===== config.mk =====
export PLATFORM = sky130hd
export DESIGN_NAME = postfix_expression_evaluator
export DESIGN_NICKNAME = d
export VERILOG_FILES = /design/src/pfe_pkg.sv /design/src/pfe_ram.sv /design/src/pfe_muldiv.sv /design/src/pfe_ctrl.sv /design/src/pfe_datapath.sv /design/src/postfix_expression_evaluator.sv
export SDC_FILE = /design/constraint.sdc
export NUM_CORES = 2
export LEC_CHECK = 0
export ABC_AREA = 1
export BUFFER_PORTS_ARGS = -buffer_cell sky130_fd_sc_hd__buf_2
export CORE_MARGIN = 2
export CORE_UTILIZATION = 55
export CTS_CLUSTER_SIZE = 24
export DETAILED_ROUTE_END_ITERATION = 16
export PLACE_DENSITY = 0.72
export RECOVER_POWER = 100
export SLEW_MARGIN = 25
export SYNTH_ARGS = -nofsm -noshare
export SYNTH_HDL_FRONTEND = slang
export SYNTH_SLANG_ARGS = --single-unit

===== constraint.sdc =====
create_clock -name clk -period 4.8 [get_ports clk]
set_input_delay 0.48 -clock clk [delete_from_list [all_inputs] [get_ports clk]]
set_output_delay 0.48 -clock clk [all_outputs]
set_load 0.05 [all_outputs]

===== src/pfe_pkg.sv =====
package pfe_pkg;

  // Defaults for the top-level parameters.
  localparam int STACK_DEPTH_DEF = 32;
  localparam int VALUE_WIDTH_DEF = 32;

  // Width of the result field, and the width that a stack value is
  // sign-extended to before the result field is cut from it.
  localparam int RESULT_WIDTH = 32;
  localparam int EXT_WIDTH    = 64;

  // ASCII codes the evaluator recognizes.
  localparam logic [7:0] CHAR_PLUS  = 8'h2B;
  localparam logic [7:0] CHAR_MINUS = 8'h2D;
  localparam logic [7:0] CHAR_STAR  = 8'h2A;
  localparam logic [7:0] CHAR_SLASH = 8'h2F;
  localparam logic [7:0] CHAR_SPACE = 8'h20;
  localparam logic [7:0] CHAR_ZERO  = 8'h30;
  localparam logic [7:0] CHAR_NINE  = 8'h39;

  typedef struct packed {
    logic [7:0] char_code;
    logic       ends_expression;
  } req_t;

  typedef struct packed {
    logic signed [RESULT_WIDTH-1:0] result_value;
    logic                           divide_by_zero;
    logic                           stack_overflow;
  } res_t;

  typedef enum logic [2:0] {
    OP_ADD,
    OP_SUB,
    OP_MUL,
    OP_DIV,
    OP_OTHER
  } op_t;

  typedef enum logic [3:0] {
    S_IDLE,
    S_DECODE,
    S_FLUSH,
    S_POP_RHS,
    S_POP_LHS,
    S_CAP_LHS,
    S_EXEC,
    S_ITER,
    S_PUSH_RES,
    S_END_POP,
    S_EMIT
  } state_t;

  // Datapath to controller.
  typedef struct packed {
    logic item_end;
    logic is_digit;
    logic is_space;
    op_t  op;
    logic in_number;
    logic rhs_zero;
    logic md_done;
    logic out_busy;
  } status_t;

  // Controller to datapath.
  typedef struct packed {
    logic take_item;
    logic digit_acc;
    logic push_num;
    logic push_res;
    logic pop;
    logic cap_rhs;
    logic cap_lhs;
    logic exec;
    logic cap_md;
    logic emit;
  } cmd_t;

  function automatic op_t decode_op(input logic [7:0] c);
    op_t op;
    case (c)
      CHAR_PLUS:  op = OP_ADD;
      CHAR_MINUS: op = OP_SUB;
      CHAR_STAR:  op = OP_MUL;
      CHAR_SLASH: op = OP_DIV;
      default:    op = OP_OTHER;
    endcase
    return op;
  endfunction

endpackage


===== src/pfe_ram.sv =====
module pfe_ram #(
  parameter int WIDTH = 32,
  parameter int DEPTH = 32
) (
  input  logic                     clk,
  input  logic                     we,
  input  logic [$clog2(DEPTH)-1:0] waddr,
  input  logic [WIDTH-1:0]         wdata,
  input  logic                     re,
  input  logic [$clog2(DEPTH)-1:0] raddr,
  output logic [WIDTH-1:0]         rdata
);

  logic [WIDTH-1:0] mem [DEPTH];

  always_ff @(posedge clk) begin
    if (we) begin
      mem[waddr] <= wdata;
    end
    if (re) begin
      rdata <= mem[raddr];
    end
  end

endmodule


===== src/pfe_muldiv.sv =====
module pfe_muldiv #(
  parameter int WIDTH = 32
) (
  input  logic             clk,
  input  logic             rst,
  input  logic             start,
  input  logic             is_div,
  input  logic [WIDTH-1:0] a,
  input  logic [WIDTH-1:0] b,
  output logic [WIDTH-1:0] result,
  output logic             done
);

  localparam int CNTW = $clog2(WIDTH);

  logic             busy;
  logic [CNTW-1:0]  cnt;
  logic             is_div_r;
  logic             neg;
  logic [WIDTH-1:0] x;
  logic [WIDTH-1:0] y;
  logic [WIDTH:0]   p;

  logic             a_neg;
  logic             b_neg;
  logic [WIDTH-1:0] ua;
  logic [WIDTH-1:0] ub;
  logic [WIDTH:0]   trial;
  logic [WIDTH:0]   diff;
  logic             fits;
  logic [WIDTH-1:0] mul_sum;

  // Division works on magnitudes; the sign is applied to the quotient at the end.
  assign a_neg   = a[WIDTH-1];
  assign b_neg   = b[WIDTH-1];
  assign ua      = a_neg ? (~a + 1'b1) : a;
  assign ub      = b_neg ? (~b + 1'b1) : b;
  assign trial   = {p[WIDTH-1:0], x[WIDTH-1]};
  assign diff    = trial - {1'b0, y};
  assign fits    = (trial >= {1'b0, y});
  assign mul_sum = p[WIDTH-1:0] + (y[0] ? x : '0);
  assign result  = is_div_r ? (neg ? (~x + 1'b1) : x) : p[WIDTH-1:0];

  always_ff @(posedge clk) begin
    if (rst) begin
      busy <= 1'b0;
      done <= 1'b0;
      cnt  <= '0;
    end else if (start) begin
      busy <= 1'b1;
      done <= 1'b0;
      cnt  <= '0;
    end else if (busy) begin
      cnt <= cnt + 1'b1;
      if (cnt == CNTW'(WIDTH - 1)) begin
        busy <= 1'b0;
        done <= 1'b1;
      end
    end
  end

  always_ff @(posedge clk) begin
    if (start) begin
      is_div_r <= is_div;
      neg      <= a_neg ^ b_neg;
      x        <= is_div ? ua : a;
      y        <= is_div ? ub : b;
      p        <= '0;
    end else if (busy) begin
      if (is_div_r) begin
        // Restoring division, one quotient bit per cycle.
        p <= fits ? diff : trial;
        x <= {x[WIDTH-2:0], fits};
      end else begin
        // Shift-and-add multiply, one multiplier bit per cycle.
        p <= {1'b0, mul_sum};
        x <= x << 1;
        y <= y >> 1;
      end
    end
  end

endmodule


===== src/pfe_ctrl.sv =====
module pfe_ctrl (
  input  logic              clk,
  input  logic              rst,
  input  logic              req_valid,
  output logic              req_ready,
  input  pfe_pkg::status_t  status,
  output pfe_pkg::cmd_t     cmd
);

  pfe_pkg::state_t state;
  pfe_pkg::state_t state_next;

  always_ff @(posedge clk) begin
    if (rst) begin
      state <= pfe_pkg::S_IDLE;
    end else begin
      state <= state_next;
    end
  end

  always_comb begin
    state_next = state;
    case (state)
      pfe_pkg::S_IDLE: begin
        if (req_valid) begin
          state_next = pfe_pkg::S_DECODE;
        end
      end
      pfe_pkg::S_DECODE: begin
        if (status.item_end) begin
          state_next = status.in_number ? pfe_pkg::S_FLUSH : pfe_pkg::S_END_POP;
        end else if (status.is_digit) begin
          state_next = pfe_pkg::S_IDLE;
        end else if (status.in_number) begin
          state_next = pfe_pkg::S_FLUSH;
        end else if (status.is_space) begin
          state_next = pfe_pkg::S_IDLE;
        end else begin
          state_next = pfe_pkg::S_POP_RHS;
        end
      end
      pfe_pkg::S_FLUSH: begin
        if (status.item_end) begin
          state_next = pfe_pkg::S_END_POP;
        end else if (status.is_space) begin
          state_next = pfe_pkg::S_IDLE;
        end else begin
          state_next = pfe_pkg::S_POP_RHS;
        end
      end
      pfe_pkg::S_POP_RHS: state_next = pfe_pkg::S_POP_LHS;
      pfe_pkg::S_POP_LHS: state_next = pfe_pkg::S_CAP_LHS;
      pfe_pkg::S_CAP_LHS: begin
        state_next = (status.op == pfe_pkg::OP_OTHER) ? pfe_pkg::S_IDLE : pfe_pkg::S_EXEC;
      end
      pfe_pkg::S_EXEC: begin
        if (status.op == pfe_pkg::OP_MUL ||
            (status.op == pfe_pkg::OP_DIV && !status.rhs_zero)) begin
          state_next = pfe_pkg::S_ITER;
        end else begin
          state_next = pfe_pkg::S_PUSH_RES;
        end
      end
      pfe_pkg::S_ITER: begin
        if (status.md_done) begin
          state_next = pfe_pkg::S_PUSH_RES;
        end
      end
      pfe_pkg::S_PUSH_RES: state_next = pfe_pkg::S_IDLE;
      pfe_pkg::S_END_POP:  state_next = pfe_pkg::S_EMIT;
      pfe_pkg::S_EMIT: begin
        if (!status.out_busy) begin
          state_next = pfe_pkg::S_IDLE;
        end
      end
      default: state_next = pfe_pkg::S_IDLE;
    endcase
  end

  always_comb begin
    cmd       = '0;
    req_ready = 1'b0;
    case (state)
      pfe_pkg::S_IDLE: begin
        req_ready     = 1'b1;
        cmd.take_item = req_valid;
      end
      pfe_pkg::S_DECODE: begin
        cmd.digit_acc = !status.item_end && status.is_digit;
      end
      pfe_pkg::S_FLUSH:    cmd.push_num = 1'b1;
      pfe_pkg::S_POP_RHS:  cmd.pop = 1'b1;
      pfe_pkg::S_POP_LHS: begin
        cmd.cap_rhs = 1'b1;
        cmd.pop     = 1'b1;
      end
      pfe_pkg::S_CAP_LHS:  cmd.cap_lhs = 1'b1;
      pfe_pkg::S_EXEC:     cmd.exec = 1'b1;
      pfe_pkg::S_ITER:     cmd.cap_md = status.md_done;
      pfe_pkg::S_PUSH_RES: cmd.push_res = 1'b1;
      pfe_pkg::S_END_POP:  cmd.pop = 1'b1;
      pfe_pkg::S_EMIT:     cmd.emit = !status.out_busy;
      default: cmd = '0;
    endcase
  end

endmodule


===== src/pfe_datapath.sv =====
module pfe_datapath #(
  parameter int STACK_DEPTH = pfe_pkg::STACK_DEPTH_DEF,
  parameter int VALUE_WIDTH = pfe_pkg::VALUE_WIDTH_DEF
) (
  input  logic             clk,
  input  logic             rst,
  input  pfe_pkg::req_t    req_data,
  input  pfe_pkg::cmd_t    cmd,
  output pfe_pkg::status_t status,
  output logic             res_valid,
  input  logic             res_ready,
  output pfe_pkg::res_t    res_data
);

  localparam int AW = $clog2(STACK_DEPTH);
  localparam int CW = $clog2(STACK_DEPTH + 1);

  pfe_pkg::req_t          item;
  logic [CW-1:0]          count;
  logic [VALUE_WIDTH-1:0] acc;
  logic                   in_number;
  logic                   div0_flag;
  logic                   ovf_flag;
  logic                   rd_hit;
  logic [VALUE_WIDTH-1:0] rhs;
  logic [VALUE_WIDTH-1:0] lhs;
  logic [VALUE_WIDTH-1:0] res;

  pfe_pkg::op_t           op;
  logic                   count_zero;
  logic                   count_full;
  logic [CW-1:0]          count_m1;
  logic                   push;
  logic                   ram_we;
  logic                   ram_re;
  logic [VALUE_WIDTH-1:0] push_val;
  logic [VALUE_WIDTH-1:0] rdata;
  logic [VALUE_WIDTH-1:0] popped;
  logic [7:0]             digit_off;
  logic [VALUE_WIDTH-1:0] acc_next;
  logic                   md_start;
  logic [VALUE_WIDTH-1:0] md_result;
  logic                   md_done;
  logic signed [VALUE_WIDTH-1:0]        top_s;
  logic signed [pfe_pkg::EXT_WIDTH-1:0] top_ext;

  assign op         = pfe_pkg::decode_op(item.char_code);
  assign count_zero = (count == '0);
  assign count_full = (count == CW'(STACK_DEPTH));
  assign count_m1   = count - 1'b1;
  assign push       = cmd.push_num | cmd.push_res;
  assign push_val   = cmd.push_num ? acc : res;
  assign ram_we     = push && !count_full;
  assign ram_re     = cmd.pop && !count_zero;
  assign popped     = rd_hit ? rdata : '0;

  // Next digit: acc * 10 + digit, wrapping at the value width.
  assign digit_off = item.char_code - pfe_pkg::CHAR_ZERO;
  assign acc_next  = (acc << 3) + (acc << 1) + VALUE_WIDTH'(digit_off[3:0]);

  assign md_start = cmd.exec &&
                    (op == pfe_pkg::OP_MUL || (op == pfe_pkg::OP_DIV && rhs != '0));

  assign top_s   = popped;
  assign top_ext = pfe_pkg::EXT_WIDTH'(top_s);

  always_comb begin
    status.item_end  = item.ends_expression;
    status.is_digit  = (item.char_code >= pfe_pkg::CHAR_ZERO) &&
                       (item.char_code <= pfe_pkg::CHAR_NINE);
    status.is_space  = (item.char_code == pfe_pkg::CHAR_SPACE);
    status.op        = op;
    status.in_number = in_number;
    status.rhs_zero  = (rhs == '0);
    status.md_done   = md_done;
    status.out_busy  = res_valid && !res_ready;
  end

  pfe_ram #(
    .WIDTH(VALUE_WIDTH),
    .DEPTH(STACK_DEPTH)
  ) u_stack (
    .clk  (clk),
    .we   (ram_we),
    .waddr(count[AW-1:0]),
    .wdata(push_val),
    .re   (ram_re),
    .raddr(count_m1[AW-1:0]),
    .rdata(rdata)
  );

  pfe_muldiv #(
    .WIDTH(VALUE_WIDTH)
  ) u_muldiv (
    .clk   (clk),
    .rst   (rst),
    .start (md_start),
    .is_div(op == pfe_pkg::OP_DIV),
    .a     (lhs),
    .b     (rhs),
    .result(md_result),
    .done  (md_done)
  );

  always_ff @(posedge clk) begin
    if (rst) begin
      count     <= '0;
      acc       <= '0;
      in_number <= 1'b0;
      div0_flag <= 1'b0;
      ovf_flag  <= 1'b0;
      rd_hit    <= 1'b0;
      res_valid <= 1'b0;
    end else begin
      if (cmd.digit_acc) begin
        acc       <= acc_next;
        in_number <= 1'b1;
      end
      if (push) begin
        if (count_full) begin
          ovf_flag <= 1'b1;
        end else begin
          count <= count + 1'b1;
        end
      end
      if (cmd.push_num) begin
        acc       <= '0;
        in_number <= 1'b0;
      end
      if (cmd.pop) begin
        rd_hit <= !count_zero;
        if (!count_zero) begin
          count <= count_m1;
        end
      end
      if (cmd.exec && op == pfe_pkg::OP_DIV && rhs == '0) begin
        div0_flag <= 1'b1;
      end
      if (cmd.emit) begin
        res_valid <= 1'b1;
        count     <= '0;
        acc       <= '0;
        in_number <= 1'b0;
        div0_flag <= 1'b0;
        ovf_flag  <= 1'b0;
      end else if (res_valid && res_ready) begin
        res_valid <= 1'b0;
      end
    end
  end

  always_ff @(posedge clk) begin
    if (cmd.take_item) begin
      item <= req_data;
    end
    if (cmd.cap_rhs) begin
      rhs <= popped;
    end
    if (cmd.cap_lhs) begin
      lhs <= popped;
    end
    if (cmd.exec) begin
      case (op)
        pfe_pkg::OP_ADD: res <= lhs + rhs;
        pfe_pkg::OP_SUB: res <= lhs - rhs;
        default:         res <= '0;
      endcase
    end
    if (cmd.cap_md) begin
      res <= md_result;
    end
    if (cmd.emit) begin
      res_data.result_value   <= top_ext[pfe_pkg::RESULT_WIDTH-1:0];
      res_data.divide_by_zero <= div0_flag;
      res_data.stack_overflow <= ovf_flag;
    end
  end

endmodule


===== src/postfix_expression_evaluator.sv =====
// Postfix expression evaluator: each request carries one ASCII character, and a request with
// ends_expression set closes the expression and yields one result holding the popped top of
// the operand stack (0 if it is empty) with sticky divide-by-zero and stack-overflow flags.
// Requests are handled one at a time by a controller state machine that steps a datapath built
// around a single-port-per-side stack RAM and a shared iterative multiply/divide unit. * and /
// run through that unit, one bit per cycle, but a division by zero skips it. The end marker
// emits into an output register, so the next request is taken while the result waits; a
// second end marker stalls only if the earlier result is still not taken. The stack needs no
// clearing after reset: only entries below the count are ever read.
module postfix_expression_evaluator #(
  parameter int STACK_DEPTH = pfe_pkg::STACK_DEPTH_DEF,
  parameter int VALUE_WIDTH = pfe_pkg::VALUE_WIDTH_DEF
) (
  input  logic          clk,
  input  logic          rst,
  input  logic          req_valid,
  output logic          req_ready,
  input  pfe_pkg::req_t req_data,
  output logic          res_valid,
  input  logic          res_ready,
  output pfe_pkg::res_t res_data
);

  // Command and status between the sequencer and the datapath.
  pfe_pkg::cmd_t    cmd;
  pfe_pkg::status_t status;

  // The controller decides one step per cycle from the decoded character class and the datapath status.
  pfe_ctrl u_ctrl (
    .clk      (clk),
    .rst      (rst),
    .req_valid(req_valid),
    .req_ready(req_ready),
    .status   (status),
    .cmd      (cmd)
  );

  // The datapath holds the stack, the number being built, the operands and the result register.
  pfe_datapath #(
    .STACK_DEPTH(STACK_DEPTH),
    .VALUE_WIDTH(VALUE_WIDTH)
  ) u_datapath (
    .clk      (clk),
    .rst      (rst),
    .req_data (req_data),
    .cmd      (cmd),
    .status   (status),
    .res_valid(res_valid),
    .res_ready(res_ready),
    .res_data (res_data)
  );

endmodule


Word-level counts from Yosys, hierarchy flattened
Memory sizes are Yosys's and may differ from the RTL's. A register that Yosys moved wholly into a read port is not among the register bits.
Cells that the tools add are included.
Word-level totals
  memories kept: 1
  word-level logic and storage cells: 161
  output and inout port bits: 36
  RAM bits: 1024
  bits of input ports: 13
  register bits: 291
Memories
  u_datapath.u_stack.mem: depth 32, width 32, rd ports 1, clocked after memory_dff 1, wr ports 1, line pfe_ram.sv:14  | logic [WIDTH-1:0] mem [DEPTH];
Cells by class
  $lt $le $gt $ge: 3
  eq/ne operators: 25
  add/subtract/negate cells: 13
  reductions and logical operators: 35
  mux-type cells: 55
  bitwise logic cells: 5
Operators with widths (number)
  32-bit 2-to-1 mux: 18
  32-bit by 1-bit adder with 32-bit output (second input constant): 3
  32-bit adder: 3
  32-bit inverter: 3
  32-bit case mux with 2 select lines: 1
  32-bit subtractor: 2
  8-bit by 6-bit equality test with 1-bit output (second input constant): 5
  4-bit case mux with 10 select lines: 1
  4-bit 2-to-1 mux: 9
  33-bit by 32-bit >= comparator with 1-bit output: 1
  32-bit by 4-bit adder with 32-bit output: 1
  32-bit logical NOT: 1
  32-bit nonzero test: 1
  6-bit 2-to-1 mux: 4
  1-bit 2-to-1 mux: 19
  4-bit by 3-bit equality test with 1-bit output (second input constant): 4
  4-bit equality test (second input constant): 3
  3-bit case mux with 4 select lines: 1
  1-bit logical AND: 11
  4-bit by 2-bit equality test with 1-bit output (second input constant): 2
  8-bit by 6-bit >= comparator with 1-bit output (second input constant): 1
  8-bit by 6-bit less-or-equal comparator with 1-bit output (second input constant): 1
  6-bit by 1-bit adder with 6-bit output (second input constant): 1
  3-bit by 2-bit equality test with 1-bit output (second input constant): 2
  24 further kinds: 38

Depth between registers and ports, before layout
  word-level depth: 8
  mapped depth: 23

By module
A second synthesis with hierarchy kept.
Unflattened totals
  cell total of the unflattened synthesis: 7429
  area, all modules: 68189.1 um^2
Modules (own cells, without submodules)
  pfe_ram: area each 42726.0 um^2, seq. area each 31710.4 um^2, times used 1, cells an instance 3536
  pfe_datapath: area each 12909.9 um^2, seq. area each 5034.8 um^2, times used 1, cells an instance 1785
  pfe_muldiv: area each 12117.9 um^2, seq. area each 2762.6 um^2, times used 1, cells an instance 2027
  pfe_ctrl: area each 435.4 um^2, seq. area each 80.1 um^2, times used 1, cells an instance 81

Worst setup path after synthesis
Ideal clock, no wire load.
  path kind: register to register
  start point: register u_datapath.u_muldiv.is_div_r
  end point: register u_datapath.u_muldiv.y[0] (enable)
  stages on the path, launching flop included: 5
  data required time: 4334 ps
  data arrival time: 3167 ps
  setup slack: 1168 ps
  path buffers: 3
  path through: edfxtp_1 clkbuf_1 clkbuf_1 buf_2 o21ai_0
On the way
  word-level cells in the longest chain between the ends: 2
RTL lines
  start, declared: line pfe_muldiv.sv:18  | logic is_div_r;
  start signal, assigned: line pfe_muldiv.sv:64  | is_div_r <= is_div;
  2-bit by 1-bit != test with 1-bit output (no line)
  2-bit AND reduction (no line)
  end signal, assigned: line pfe_muldiv.sv:67  | y <= is_div ? ub : b;
  end signal, assigned: line pfe_muldiv.sv:78  | y <= y >> 1;
  end, declared: line pfe_muldiv.sv:21  | logic [WIDTH-1:0] y;
Every way passes these cells.
A chain may end at the register's enable or synchronous reset.

Worst setup path in the final report
  start point: register u_datapath.rhs[27]
  end point: register u_datapath.u_muldiv.p[15]
On the way
  word-level cells in the longest chain between the ends: 4
RTL lines
  start, declared: line pfe_datapath.sv:25  | logic [VALUE_WIDTH-1:0] rhs;
  start signal, assigned: line pfe_datapath.sv:157  | rhs <= popped;
  32-bit nonzero test: line pfe_datapath.sv:62  | (op == pfe_pkg::OP_MUL || (op == pfe_pkg::OP_DIV && rhs != '0));
  1-bit logical AND: line pfe_datapath.sv:62
  1-bit logical OR: line pfe_datapath.sv:62
  1-bit logical AND: line pfe_datapath.sv:61  | assign md_start = cmd.exec &&
  end signal, assigned: line pfe_muldiv.sv:72  | p <= fits ? diff : trial;
  end signal, assigned: line pfe_muldiv.sv:76  | p <= {1'b0, mul_sum};
  end, declared: line pfe_muldiv.sv:22  | logic [WIDTH:0] p;
Every way passes these cells.

==> impl_metrics.ini <==
[worst_hold_path]
min_delay_path_depth = 2
worstHoldStart = rst
min_path_type = primary input to flip-flop
holdPathEnd = u_datapath.res_valid

[worst_setup_path]
rr_startpoint = u_datapath.rhs[27]
critPathMaxFanout = 13
crit_arrival_ns = 5.32
startpoint_type = flip-flop
r2r_slack_ns = 0.20
path_cells = inv_1 -> nand3_1 -> nor3_1 -> inv_1 -> nor3_1 -> nand3_1 -> nand3_1 -> nand2_1 -> nor2_1 -> nand2_1 -> o21ai_0
r2r_cells = 11
end_kind = flip-flop
critPathBufInv = 2
cp.required_ns = 5.52
r2r-end = u_datapath.u_muldiv.p[15]
cpLargestDelayFamily = simple AND/OR/NAND/NOR gates
worstSetupPathType = flip-flop to flip-flop
crit_slowest_cell = nor3_1
cpPeakStageDelay_ns = 0.82
path_common_cell = nand3_1
crit_start = u_datapath.rhs[27]

[timing]
rsz0062_at_grt = false
setup-tns-final_ns = 0
drv_slew = 1339
setup_viol = 0
max-slew-margin-rel = -0.8906
fmax_mhz = 217.2
whs_ns = 0.06814
skew_ns = 0.03650
worst_pin_slew_ns = 2.825
fin_crit_ns = 4.604
finalHoldViolations = 0
period_share = 0.9591

[synth]
ys_warn_count = 0
yosysTopAreaCellShare = 0.5831
ys_ff_latch = 1347
synth_common_cells = 1,261 x edfxtp_1, 1,015 x nand2_1, 918 x nor2_1, 831 x o21ai_0, 536 x inv_1
yosys.area.top_type = edfxtp_1
synthesis.instances = 6411
synth_edf_count = 1261
synth_area_sq_um = 64940
synth_area_per_cell_sq_um = 10.13
synth_ff_type = edfxtp_1
yosysSeqAreaShare = 0.6096
synth_cell_types = 63
synth_nets = 6592
synth_area_leaders = edfxtp_1 58%, o21ai_0 6.4%, nand2_1 5.9%
synthArstFlopShare = 0
yosysMostFrequentCell = edfxtp_1

[routing]
final_antenna_net_count = 0
wirelength_mm = 222.8
routed_via_density = 6.227
drtIter0Drc = 6992
drc = 0
wl_per_cell_microns = 27.58
drt_pass1_iterations = 6
via_count = 50300

[finish]
drive_above_1_share = 0.05629
largest_register_ff_count = 1024
top_register = u_datapath.u_stack.mem
fin_util = 0.6055
nNetsFinal = 6613
top_regs = u_datapath.u_stack.mem: 1024 flops, u_datapath.res_data: 34 flops
fillers = 9750
finalNonFillerCells = 8077
area_delta_synth_final_pct = 9.652

[cts]
htree_levels = 4
cts_tree = done
clockBufferDepth = 3
clkTransAtPathRegs_ns = 0.06
clock_sinks = 1347
clk_latency_ns = 0.79
cts_root_buf = clkbuf_16
numCtsBuffers = 141

[die]
dieArea_sq_um = 120800
pin_count = 49
die_y_microns = 347.6
rows = 126
start_util = 0.5522
core-area_sq_um = 117600
die_w_microns = 347.6

[place]
io_buffers = 48
dp_cells = 7816
dpl.hpwl_mm = 146.8
gp_congestion = 1.040

[global_route]
antenna_found_initial = 15
grt_pass1_vias = 47860
gr-total-overflow = 0
grt_pass1_wl_mm = 319.8
grt_usage = 0.3646
grt_max_degree = 221

[outcome]
status = complete, but fails checks
violations = max-capacitance violations, max-slew violations

[pwr]
powerDensity_nw_per_um2 = 431.2
p_leak_uw = 0.02632
vdd_drop_max_mv = 0.4285

[job]
max-cap-violations = 48
==> repair_timing <==
item                                    CTS  global route
gates resized for setup                   0             0
endpoints found under the setup margin    0             0
hold buffers                              9             0
setup buffers                             0             0
hold endpoints to repair                  9             0
==> cell type report <==
class	instances	area, sq um	area share
Inverter	560	2120	0.02976
Timing Repair Buffer	178	1117	0.01569
Multi-Input combinational cell	4204	21980	0.3087
Sequential cell	1347	39590	0.5559
Clock buffer	176	3786	0.05317
Tap cell	1536	1922	0.02699
Antenna cell	3	7.507	0.0001054
Clock inverter	73	690.7	0.009699
==> worst register-to-register path, cell delays in order (launching register included) <==
cell	delay, ns
edfxtp_1	0.46
inv_1	0.18
nand3_1	0.17
nor3_1	0.82
inv_1	0.12
nor3_1	0.63
nand3_1	0.40
nand3_1	0.52
nand2_1	0.45
nor2_1	0.58
nand2_1	0.11
o21ai_0	0.09
==> cells by family after synthesis <==
kind of cell               count (synthesis)  share of synthesized area
xor gates and xnor gates                 116                    0.01576
AOI/OAI and AO/OA                       1522                     0.1358
and+or+nand+nor                         2398                     0.1526
adders and majority gates                168                    0.03295
DFF                                     1347                     0.6096
buffers and inverters                    860                    0.05331
==> per-layer routing <==
layer  part of all wire  GRT usage  vias up
li1                   -          -    22710
met1               0.37     0.4577    24130
met2               0.46     0.5766     2887
met3              0.095    0.07064      571
met4              0.077     0.2451        6
met5            0.00020          0        -
==> layout by cell type (no fill, tap or decap), drive strengths merged, types with 11 or more instances in the layout <==
cell	synthesis	routed
nand3b	11	11
buf	119	66
clkbuf	181	279
ha	163	163
o211ai	22	22
inv	559	560
clkinv	1	62
nand2	1033	1033
xnor2	34	34
nor3	59	59
nand3	289	289
a21oi	241	241
a31oi	40	40
nor4	12	12
nand4	41	41
dfxtp	86	86
a32oi	32	32
o21ai	879	879
o221ai	201	201
o22ai	64	64
edfxtp	1261	1261
nor2	939	939
xor2	82	82
==> power breakdown <==
part	switching, uW	internal, uW
sequential	164	13400
combinational	4830	1640
clock	4620	6090
==> per-stage QoR <==
stage / setup WS, ns / instance area, sq um / power, uW
after floorplan: 1.168 / 64940 / 17670
after global placement: 0.9294 / 67180 / 19960
after detailed placement: 0.8942 / 67350 / 20090
after CTS: 0.8823 / 71910 / 30640
after global routing: 0.2473 / 71200 / 31610
final: 0.1961 / 71210 / 30700
==> how the worst max path moves through the flow <==
| stage | end | slack (ns) | depth (start not counted) |
|---|---|---|---|
| floorplan | u_datapath.u_muldiv.y[0] | 1.17 | 4 |
| global placement | u_datapath.res[29] | 0.93 | 21 |
| detailed placement | u_datapath.res[25] | 0.89 | 22 |
| CTS | u_datapath.res[25] | 0.88 | 22 |
| global route | u_datapath.res[29] | 0.25 | 20 |
| finish | u_datapath.u_muldiv.p[15] | 0.20 | 11 |
Note: power is estimated with default switching activity, not from simulation.
